===== config.mk =====
export PLATFORM = sky130hd
export DESIGN_NAME = long_delay_step_timer_flat
export DESIGN_NICKNAME = d
export VERILOG_FILES = /design/src/hdl/ldst_pkg.sv /design/src/hdl/ldst_ifs.sv /design/src/hdl/ldst_apb_regs.sv /design/src/hdl/ldst_core.sv /design/src/hdl/long_delay_step_timer.sv /design/src/flat_wrapper.sv
export VERILOG_INCLUDE_DIRS = /design/src /design/src/hdl
export SDC_FILE = /design/constraint.sdc
export NUM_CORES = 1
export LEC_CHECK = 0
export ABC_AREA = 1
export CAP_MARGIN = 20
export CORE_MARGIN = 3
export CORE_UTILIZATION = 35
export CTS_CLUSTER_DIAMETER = 120
export CTS_CLUSTER_SIZE = 14
export DETAILED_ROUTE_END_ITERATION = 7
export DONT_BUFFER_PORTS = 1
export PLACE_DENSITY_LB_ADDON = 0.15
export SKIP_LAST_GASP = 1
export SLEW_MARGIN = 20
export SYNTH_ARGS = -nofsm -noshare
export SYNTH_HDL_FRONTEND = slang
export SYNTH_SLANG_ARGS = --single-unit

===== constraint.sdc =====
create_clock -name clk -period 3.5 [get_ports clk]
set_input_delay 0.7 -clock clk [delete_from_list [all_inputs] [get_ports clk]]
set_output_delay 0.7 -clock clk [all_outputs]
set_load 0.05 [all_outputs]

===== src/hdl/long_delay_step_timer_assert.svh =====
// Assertion macros used by the step timer top level.
`ifndef LONG_DELAY_STEP_TIMER_ASSERT_SVH
`define LONG_DELAY_STEP_TIMER_ASSERT_SVH

// Check that a condition implies another in the same cycle.
`define LDST_ASSERT_SAME(label, clk, rst_n, ante, cons) \
    label: assert property (@(posedge clk) disable iff (!rst_n) (ante) |-> (cons)) \
        else $error("step timer check failed");

// Check that a condition implies another in the next cycle.
`define LDST_ASSERT_NEXT(label, clk, rst_n, ante, cons) \
    label: assert property (@(posedge clk) disable iff (!rst_n) (ante) |=> (cons)) \
        else $error("step timer check failed");

`endif


===== src/hdl/ldst_pkg.sv =====
// Shared types and constants for the long delay step timer.
package ldst_pkg;

    localparam int COUNTER_BITS_DEF = 16;

    localparam int ACTION_W = 2;
    localparam int DELAY_W  = 32;
    localparam int MASK_W   = 2;
    localparam int PERIOD_W = 16;
    localparam int THRESH_W = 8;
    localparam int REMAIN_W = 33;
    localparam int MS_W     = 8;
    localparam int QUARTER_W = 3;
    localparam int PADDR_W  = 3;
    localparam int PDATA_W  = 32;

    localparam logic [ACTION_W-1:0] ACT_TICK  = 2'd0;
    localparam logic [ACTION_W-1:0] ACT_SET   = 2'd1;
    localparam logic [ACTION_W-1:0] ACT_CLEAR = 2'd2;
    localparam logic [ACTION_W-1:0] ACT_STOP  = 2'd3;

    localparam logic REG_WRAP_PERIOD     = 1'b0;
    localparam logic REG_FORCE_THRESHOLD = 1'b1;
    localparam int   REG_SEL_BIT         = 2;

    localparam logic [PERIOD_W-1:0] WRAP_PERIOD_RST     = 16'd64000;
    localparam logic [THRESH_W-1:0] FORCE_THRESHOLD_RST = 8'd16;

    localparam logic [MS_W:0]        MS_PER_WRAP    = 9'd2;
    localparam logic [MS_W:0]        MS_PER_QUARTER = 9'd250;
    localparam logic [QUARTER_W:0]   QUARTERS_PER_SECOND = 4'd4;

    typedef struct packed {
        logic [ACTION_W-1:0] action;
        logic [DELAY_W-1:0]  delay;
        logic [MASK_W-1:0]   clear_mask;
    } cmd_t;

    typedef struct packed {
        logic step_pulse;
        logic flag_quarter_second;
        logic flag_one_second;
        logic armed;
    } result_t;

    typedef struct packed {
        logic [PERIOD_W-1:0] wrap_period;
        logic [THRESH_W-1:0] force_threshold;
    } cfg_t;

endpackage


===== src/hdl/ldst_ifs.sv =====
// Valid/ready channel interfaces for timer commands and status items.
interface ldst_cmd_if;
    logic                          valid;
    logic                          ready;
    logic [ldst_pkg::ACTION_W-1:0] action;
    logic [ldst_pkg::DELAY_W-1:0]  delay;
    logic [ldst_pkg::MASK_W-1:0]   clear_mask;

    modport source (output valid, action, delay, clear_mask, input ready);
    modport sink   (input valid, action, delay, clear_mask, output ready);
endinterface

interface ldst_status_if;
    logic valid;
    logic ready;
    logic step_pulse;
    logic flag_quarter_second;
    logic flag_one_second;
    logic armed;

    modport source (output valid, step_pulse, flag_quarter_second, flag_one_second, armed,
                    input ready);
    modport sink   (input valid, step_pulse, flag_quarter_second, flag_one_second, armed,
                    output ready);
endinterface


===== src/hdl/ldst_apb_regs.sv =====
// APB configuration registers: wrap period and force threshold.
module ldst_apb_regs (
    input  logic                          clk,
    input  logic                          rst_n,
    input  logic                          psel,
    input  logic                          penable,
    input  logic                          pwrite,
    input  logic [ldst_pkg::PADDR_W-1:0]  paddr,
    input  logic [ldst_pkg::PDATA_W-1:0]  pwdata,
    output logic [ldst_pkg::PDATA_W-1:0]  prdata,
    output logic                          pready,
    output ldst_pkg::cfg_t                cfg
);
    import ldst_pkg::*;

    logic [PERIOD_W-1:0] wrap_period_reg;
    logic [THRESH_W-1:0] force_threshold_reg;
    logic                reg_sel;
    logic                wr_en;

    assign reg_sel = paddr[REG_SEL_BIT];
    assign wr_en   = psel && penable && pwrite;
    assign pready  = 1'b1;

    always_ff @(posedge clk or negedge rst_n)
    begin
        if (!rst_n)
        begin
            wrap_period_reg     <= WRAP_PERIOD_RST;
            force_threshold_reg <= FORCE_THRESHOLD_RST;
        end
        else if (wr_en)
        begin
            unique case (reg_sel)
                REG_WRAP_PERIOD:     wrap_period_reg     <= pwdata[PERIOD_W-1:0];
                REG_FORCE_THRESHOLD: force_threshold_reg <= pwdata[THRESH_W-1:0];
                default:             wrap_period_reg     <= wrap_period_reg;
            endcase
        end
    end

    always_comb
    begin
        unique case (reg_sel)
            REG_WRAP_PERIOD:     prdata = PDATA_W'(wrap_period_reg);
            REG_FORCE_THRESHOLD: prdata = PDATA_W'(force_threshold_reg);
            default:             prdata = '0;
        endcase
    end

    assign cfg.wrap_period     = wrap_period_reg;
    assign cfg.force_threshold = force_threshold_reg;

endmodule


===== src/hdl/ldst_core.sv =====
// Timer state and the single-pass update for one command item.
module ldst_core #(
    parameter int COUNTER_BITS = ldst_pkg::COUNTER_BITS_DEF
) (
    input  logic              clk,
    input  logic              rst_n,
    input  logic              step_en,
    input  ldst_pkg::cmd_t    cmd,
    input  ldst_pkg::cfg_t    cfg,
    output ldst_pkg::result_t result
);
    import ldst_pkg::*;

    localparam int CW = COUNTER_BITS;

    logic [CW-1:0]        count_reg,   count_next;
    logic [REMAIN_W-1:0]  remain_reg,  remain_next;
    logic [CW-1:0]        cmp_reg,     cmp_next;
    logic                 armed_reg,   armed_next;
    logic [MS_W-1:0]      ms_reg,      ms_next;
    logic [QUARTER_W-1:0] quarter_reg, quarter_next;
    logic [1:0]           flags_reg,   flags_next;

    logic [PERIOD_W-1:0]  period;
    logic [REMAIN_W-1:0]  period_w;
    logic [CW:0]          count_inc;
    logic                 wrap;
    logic [MS_W:0]        ms_sum;
    logic [QUARTER_W:0]   quarter_sum;
    logic [MS_W-1:0]      ms_wrap;
    logic [QUARTER_W-1:0] quarter_wrap;
    logic [1:0]           flags_wrap;
    logic [REMAIN_W-1:0]  set_sum;
    logic                 pulse;

    assign period    = (cfg.wrap_period == '0) ? PERIOD_W'(1) : cfg.wrap_period;
    assign period_w  = REMAIN_W'(period);
    assign count_inc = {1'b0, count_reg} + (CW+1)'(1);
    assign wrap      = (REMAIN_W'(count_inc) >= period_w) || (count_reg == '1);
    assign set_sum   = REMAIN_W'(cmd.delay) + REMAIN_W'(count_reg);

    // slow clock advance on a wrap
    always_comb
    begin
        ms_sum       = {1'b0, ms_reg} + MS_PER_WRAP;
        quarter_sum  = {1'b0, quarter_reg};
        flags_wrap   = flags_reg;
        if (ms_sum >= MS_PER_QUARTER)
        begin
            ms_sum        = ms_sum - MS_PER_QUARTER;
            flags_wrap[0] = 1'b1;
            quarter_sum   = quarter_sum + (QUARTER_W+1)'(1);
            if (quarter_sum >= QUARTERS_PER_SECOND)
            begin
                quarter_sum   = quarter_sum - QUARTERS_PER_SECOND;
                flags_wrap[1] = 1'b1;
            end
        end
        ms_wrap      = ms_sum[MS_W-1:0];
        quarter_wrap = quarter_sum[QUARTER_W-1:0];
    end

    always_comb
    begin
        count_next   = count_reg;
        remain_next  = remain_reg;
        cmp_next     = cmp_reg;
        armed_next   = armed_reg;
        ms_next      = ms_reg;
        quarter_next = quarter_reg;
        flags_next   = flags_reg;
        pulse        = 1'b0;
        unique case (cmd.action)
            ACT_TICK:
            begin
                if (wrap)
                begin
                    count_next   = '0;
                    ms_next      = ms_wrap;
                    quarter_next = quarter_wrap;
                    flags_next   = flags_wrap;
                    if (remain_reg > period_w)
                    begin
                        remain_next = remain_reg - period_w;
                    end
                    else if (remain_reg != '0)
                    begin
                        cmp_next   = remain_reg[CW-1:0];
                        armed_next = 1'b1;
                    end
                end
                else
                begin
                    count_next = count_inc[CW-1:0];
                end
                if (armed_next && (count_next == cmp_next))
                begin
                    pulse       = 1'b1;
                    armed_next  = 1'b0;
                    remain_next = '0;
                end
            end
            ACT_SET:
            begin
                armed_next = 1'b0;
                if (cmd.delay == '0)
                begin
                    remain_next = '0;
                end
                else if (cmd.delay <= DELAY_W'(cfg.force_threshold))
                begin
                    pulse       = 1'b1;
                    remain_next = '0;
                end
                else
                begin
                    remain_next = set_sum;
                    if (cmd.delay <= DELAY_W'(period))
                    begin
                        cmp_next   = set_sum[CW-1:0];
                        armed_next = 1'b1;
                    end
                end
            end
            ACT_CLEAR:
            begin
                flags_next = flags_reg & ~cmd.clear_mask;
            end
            ACT_STOP:
            begin
                armed_next  = 1'b0;
                remain_next = '0;
            end
            default:
            begin
                pulse = 1'b0;
            end
        endcase
    end

    always_ff @(posedge clk or negedge rst_n)
    begin
        if (!rst_n)
        begin
            count_reg   <= '0;
            remain_reg  <= '0;
            cmp_reg     <= '0;
            armed_reg   <= 1'b0;
            ms_reg      <= '0;
            quarter_reg <= '0;
            flags_reg   <= '0;
        end
        else if (step_en)
        begin
            count_reg   <= count_next;
            remain_reg  <= remain_next;
            cmp_reg     <= cmp_next;
            armed_reg   <= armed_next;
            ms_reg      <= ms_next;
            quarter_reg <= quarter_next;
            flags_reg   <= flags_next;
        end
    end

    assign result.step_pulse          = pulse;
    assign result.flag_quarter_second = flags_next[0];
    assign result.flag_one_second     = flags_next[1];
    assign result.armed               = armed_next;

endmodule


===== src/hdl/long_delay_step_timer.sv =====
// Top level of the long delay step timer: command/status pipeline and APB port.
// Pipeline: an accepted item passes the input register, then the status
// register fed by the state update, which holds its status item.
// Throughput: one item per cycle while the status side takes items; the status register frees as it is taken.
// Reset: rst_n clears all timer state and the valid flags of both stages, and restores the
// wrap period to 64000 and the force threshold to 16.
`include "long_delay_step_timer_assert.svh"

module long_delay_step_timer #(
    parameter int COUNTER_BITS = ldst_pkg::COUNTER_BITS_DEF
) (
    input  logic                          clk,
    input  logic                          rst_n,
    ldst_cmd_if.sink                      cmd,
    ldst_status_if.source                 status,
    input  logic                          psel,
    input  logic                          penable,
    input  logic                          pwrite,
    input  logic [ldst_pkg::PADDR_W-1:0]  paddr,
    input  logic [ldst_pkg::PDATA_W-1:0]  pwdata,
    output logic [ldst_pkg::PDATA_W-1:0]  prdata,
    output logic                          pready
);
    import ldst_pkg::*;

    cfg_t    cfg;
    cmd_t    cmd_reg;
    logic    cmd_valid_reg;
    result_t result;
    result_t status_reg;
    logic    status_valid_reg;
    logic    advance;

    ldst_apb_regs u_regs (
        .clk     (clk),
        .rst_n   (rst_n),
        .psel    (psel),
        .penable (penable),
        .pwrite  (pwrite),
        .paddr   (paddr),
        .pwdata  (pwdata),
        .prdata  (prdata),
        .pready  (pready),
        .cfg     (cfg)
    );

    ldst_core #(
        .COUNTER_BITS (COUNTER_BITS)
    ) u_core (
        .clk     (clk),
        .rst_n   (rst_n),
        .step_en (advance),
        .cmd     (cmd_reg),
        .cfg     (cfg),
        .result  (result)
    );

    assign advance   = cmd_valid_reg && (!status_valid_reg || status.ready);
    assign cmd.ready = !cmd_valid_reg || advance;

    always_ff @(posedge clk or negedge rst_n)
    begin
        if (!rst_n)
        begin
            cmd_valid_reg    <= 1'b0;
            status_valid_reg <= 1'b0;
        end
        else
        begin
            if (cmd.ready)
            begin
                cmd_valid_reg <= cmd.valid;
            end
            if (advance)
            begin
                status_valid_reg <= 1'b1;
            end
            else if (status.ready)
            begin
                status_valid_reg <= 1'b0;
            end
        end
    end

    always_ff @(posedge clk)
    begin
        if (cmd.valid && cmd.ready)
        begin
            cmd_reg.action     <= cmd.action;
            cmd_reg.delay      <= cmd.delay;
            cmd_reg.clear_mask <= cmd.clear_mask;
        end
        if (advance)
        begin
            status_reg <= result;
        end
    end

    assign status.valid               = status_valid_reg;
    assign status.step_pulse          = status_reg.step_pulse;
    assign status.flag_quarter_second = status_reg.flag_quarter_second;
    assign status.flag_one_second     = status_reg.flag_one_second;
    assign status.armed               = status_reg.armed;

    `LDST_ASSERT_SAME(a_stall_blocks_input, clk, rst_n,
        cmd_valid_reg && status_valid_reg && !status.ready, !cmd.ready)
    `LDST_ASSERT_NEXT(a_accept_fills_stage, clk, rst_n,
        cmd.valid && cmd.ready, cmd_valid_reg)
    `LDST_ASSERT_NEXT(a_advance_gives_status, clk, rst_n,
        advance, status_valid_reg)
    `LDST_ASSERT_SAME(a_pulse_disarms, clk, rst_n,
        status_valid_reg && status_reg.step_pulse, !status_reg.armed)

endmodule

===== src/flat_wrapper.sv =====
// flat-port wrapper written by rule: the top's interface ports become plain ports
module long_delay_step_timer_flat import ldst_pkg::*;
#(
    parameter int COUNTER_BITS = ldst_pkg::COUNTER_BITS_DEF
)
  (clk, rst_n, psel, penable, pwrite, paddr, pwdata, prdata, pready, cmd_valid, cmd_action, cmd_delay, cmd_clear_mask, cmd_ready, status_valid, status_step_pulse, status_flag_quarter_second, status_flag_one_second, status_armed, status_ready);
  ldst_cmd_if cmd_i ();
  ldst_status_if status_i ();
  input  logic clk;
  input  logic rst_n;
  input  logic psel;
  input  logic penable;
  input  logic pwrite;
  input  logic [ldst_pkg::PADDR_W-1:0] paddr;
  input  logic [ldst_pkg::PDATA_W-1:0] pwdata;
  output logic [ldst_pkg::PDATA_W-1:0] prdata;
  output logic pready;
  input wire logic [$bits(cmd_i.valid)-1:0] cmd_valid;
  input wire logic [$bits(cmd_i.action)-1:0] cmd_action;
  input wire logic [$bits(cmd_i.delay)-1:0] cmd_delay;
  input wire logic [$bits(cmd_i.clear_mask)-1:0] cmd_clear_mask;
  output wire logic [$bits(cmd_i.ready)-1:0] cmd_ready;
  output wire logic [$bits(status_i.valid)-1:0] status_valid;
  output wire logic [$bits(status_i.step_pulse)-1:0] status_step_pulse;
  output wire logic [$bits(status_i.flag_quarter_second)-1:0] status_flag_quarter_second;
  output wire logic [$bits(status_i.flag_one_second)-1:0] status_flag_one_second;
  output wire logic [$bits(status_i.armed)-1:0] status_armed;
  input wire logic [$bits(status_i.ready)-1:0] status_ready;
  assign cmd_i.valid = cmd_valid;
  assign cmd_i.action = cmd_action;
  assign cmd_i.delay = cmd_delay;
  assign cmd_i.clear_mask = cmd_clear_mask;
  assign cmd_ready = cmd_i.ready;
  assign status_valid = status_i.valid;
  assign status_step_pulse = status_i.step_pulse;
  assign status_flag_quarter_second = status_i.flag_quarter_second;
  assign status_flag_one_second = status_i.flag_one_second;
  assign status_armed = status_i.armed;
  assign status_i.ready = status_ready;
  long_delay_step_timer #(.COUNTER_BITS(COUNTER_BITS)) u_core (.clk(clk), .rst_n(rst_n), .cmd(cmd_i), .status(status_i), .psel(psel), .penable(penable), .pwrite(pwrite), .paddr(paddr), .pwdata(pwdata), .prdata(prdata), .pready(pready));
endmodule

==> results.sh <==
export IMPL_setup_ws_ns=-0.4029
export IMPL_path_class="register to register"
export IMPL_slew_headroom_pct=33.60
export IMPL_cpMostUsedCell="nand2_1"
export IMPL_violations="setup timing"
export IMPL_worstSetupStartpoint="u_core.u_core.count_reg[0]"
export IMPL_final_cell_area_mm2=0.01410
export IMPL_ys_top_cells_by_area="dfrtp_1 21%, nand2_1 16%, edfxtp_1 11%"
export IMPL_diodes=0
export IMPL_start_kind="register"
export IMPL_dieArea_mm2=0.03458
export IMPL_final_common_cell="nand2_1"
export IMPL_numCtsBuffers=17
export IMPL_worstReg2RegEnd="u_core.u_core.remain_reg[23]"
export IMPL_hpwl_mm=27.69
export IMPL_clkSinkCount=144
export IMPL_cp_max_fo=8
export IMPL_h_tree_depth=4
export IMPL_finalCritPeriodShare_pct=111.5
export IMPL_die_w_um=186.0
export IMPL_fill_cells=3214
export IMPL_initial_core_util_pct=35.74
export IMPL_cts_tree="built"
export IMPL_synthToLayoutAreaGrowth_pct=24.37
export IMPL_max_freq_mhz=256.2
export IMPL_synth_top_area_share_pct=21.42
export IMPL_setup_viol=36
export IMPL_hold_path_class="primary input to asynchronous set/reset pin"
export IMPL_drc=0
export IMPL_portBuffers=0
export IMPL_path_clk_slew_ns=0.07
export IMPL_gr_total_overflow=0
export IMPL_instances_no_fill=2204
export IMPL_tightestPinTransition_ns=0.9894
export IMPL_final_util_pct=44.45
export IMPL_syn_area_mm2=0.01133
export IMPL_grt_setup_unrepaired="true"
export IMPL_drt_initial_drc_count=808
export IMPL_grt_total_usage_pct=21.07
export IMPL_dieHeight_um=186.0
export IMPL_status="finished with violations"
export IMPL_synth_cells=1616
export IMPL_grt_pass1_wl_mm=56.31
export IMPL_vias_per_cell=4.987
export IMPL_finalHoldViolations=0
export IMPL_rows=65
export IMPL_power_per_cell_area_mw_per_mm2=845.3
export IMPL_synth_seq_cells=144
export IMPL_drive_gt1_share_pct=18.09
export IMPL_yosysWarnings=0
export IMPL_gp_congestion=0.8622
export IMPL_core_area_mm2=0.03172
export IMPL_final_net_count=1947
export IMPL_p_leak_nw=6.949
export IMPL_synth_seq_area_share_pct=33.64
export IMPL_fin_crit_ns=3.903
export IMPL_finalClockSkew_ns=0.01752
export IMPL_place_inst=2157
export IMPL_grt_max_degree=98
export IMPL_rr_startpoint="u_core.u_core.count_reg[0]"
export IMPL_drt_total_wl_mm=36.14
export IMPL_drt_pass1_iter_count=6
export IMPL_yosysUniqueCellTypes=58
export IMPL_clkLatencyLatePin_ns=0.45
export IMPL_wire_per_inst_um=16.40
export IMPL_maxCapViolations=0
export IMPL_synth_area_per_cell_um2=7.014
export IMPL_async_flop_share_pct=72.22
export IMPL_synth_edff_count=40
export IMPL_peakVddDrop_uv=475.6
export IMPL_first_global_vias=10317
export IMPL_antenna_found_initial=0
export IMPL_vias=10992
export IMPL_end_kind="register"
export IMPL_largest_reg_flops=36
export IMPL_critical_path_arrival_ns=4.29
export IMPL_cts_root_buffer="clkbuf_16"
export IMPL_critPathCapture="u_core.u_core.remain_reg[23]"
export IMPL_slowest_stage="dfrtp_1"
export IMPL_yosysTopAreaCell="dfrtp_1"
export IMPL_regToRegSetupSlack_ns=-0.40
export IMPL_r2r_cells=29
export IMPL_cts_buffer_depth=2
export IMPL_place_area_mm2=0.01313
export IMPL_final_cell_mix="473 x nand2_1, 184 x buf_4, 166 x inv_1"
export IMPL_synthFlopType="dfrtp_1"
export IMPL_finalMaxSlewViolations=0
export IMPL_worst_path_largest_cell_delay_ns=0.42
export IMPL_ioPinCount=117
export IMPL_drtAntennaViolNets=0
export IMPL_required_ns=3.89
export IMPL_power_total_w=0.01192
routing by layer:
metal  vias to the layer above  share of wire, %  track usage, %
li1                       5654                 -               -
met1                      5018                48           29.56
met2                       289                46           33.66
met3                        31               5.3           4.065
met4                         0               1.5           5.034
met5                         -                 0               0
through the flow:
stage          hold slack (ns)  TNS [ns]  setup WS, ns
2_1_floorplan           0.4044    -2.842      -0.09476
4_1_cts                0.07632    -12.28       -0.3750
6_report                0.1047    -13.32       -0.4029
3_5_place_dp            0.4074    -16.33       -0.4788
3_3_place_gp            0.4065    -14.89       -0.4386
5_1_grt                0.07631    -22.13       -0.6424
report_power, final:
part           switching (W)  internal, W  leakage, nW
Sequential          0.000428      0.00222         1.68
Combinational        0.00424      0.00327         5.00
Clock               0.000832     0.000925        0.267
Total                0.00550      0.00642         6.95
synthesized netlist by cell type, types with 10 or more instances:
cell type / count
nand2_1: 490
inv_1: 168
nand3_1: 132
nor2_1: 124
o21ai_0: 107
dfrtp_1: 97
a21oi_1: 92
ha_1: 78
edfxtp_1: 40
xor2_1: 40
nand4_1: 31
clkbuf_1: 28
nor3_1: 26
buf_4: 19
xnor2_1: 12
o22ai_1: 11
buf_2: 10
cell type report:
class | instances | area (um2) | share of cell area (%)
clock buffers | 17 | 425.4 | 3.018
flip-flops and latches | 144 | 3812 | 27.04
clock inverters | 15 | 121.4 | 0.8609
inverters | 173 | 654.4 | 4.642
repair buffers | 203 | 1755 | 12.45
multi-input cells | 1250 | 6825 | 48.42
well taps | 402 | 503.0 | 3.568
cells by family after synthesis:
family / share of synthesized area [%]
flops: 33.64
xor+xnor: 4.018
fa+ha+maj: 8.964
other cells: 0.06626
simple gates: 32.11
compound gates: 12.19
mux: 0.09934
buf+inv: 8.919
critical path, delay by kind of cell, from the launching register on:
family                   cells  cell delay (ns)
AO/OA/AOI/OAI                1             0.20
XOR/XNOR                     1             0.20
adder cells (fa/ha/maj)      2             0.49
buffers and inverters        7             0.85
flip-flops                   1             0.42
AND/OR/NAND/NOR             18             1.69
how the worst min path moves through the flow:
stage	depth (start not counted)	startpoint	slack (ns)	end
2_1_floorplan	0	rst_n	0.40	u_core.cmd_valid_reg
3_3_place_gp	0	rst_n	0.41	u_core.u_core.remain_reg[30]
3_5_place_dp	0	rst_n	0.41	u_core.u_core.remain_reg[30]
4_1_cts	0	rst_n	0.08	u_core.u_regs.force_threshold_reg[4]
5_1_grt	0	rst_n	0.08	u_core.u_regs.force_threshold_reg[4]
6_report	0	rst_n	0.10	u_core.u_regs.force_threshold_reg[4]
timing repair:
item / in CTS / in global routing
endpoints found under the hold margin: 97 / 0
hold buffers: 1 / 0
endpoints found under the setup margin: 39 / 48
gates cloned: 1 / 2
pin swaps: 14 / 19
gates resized for setup: 27 / 31
buffers inserted: 8 / 3
No activity file was read; power rests on OpenSTA's default activity.
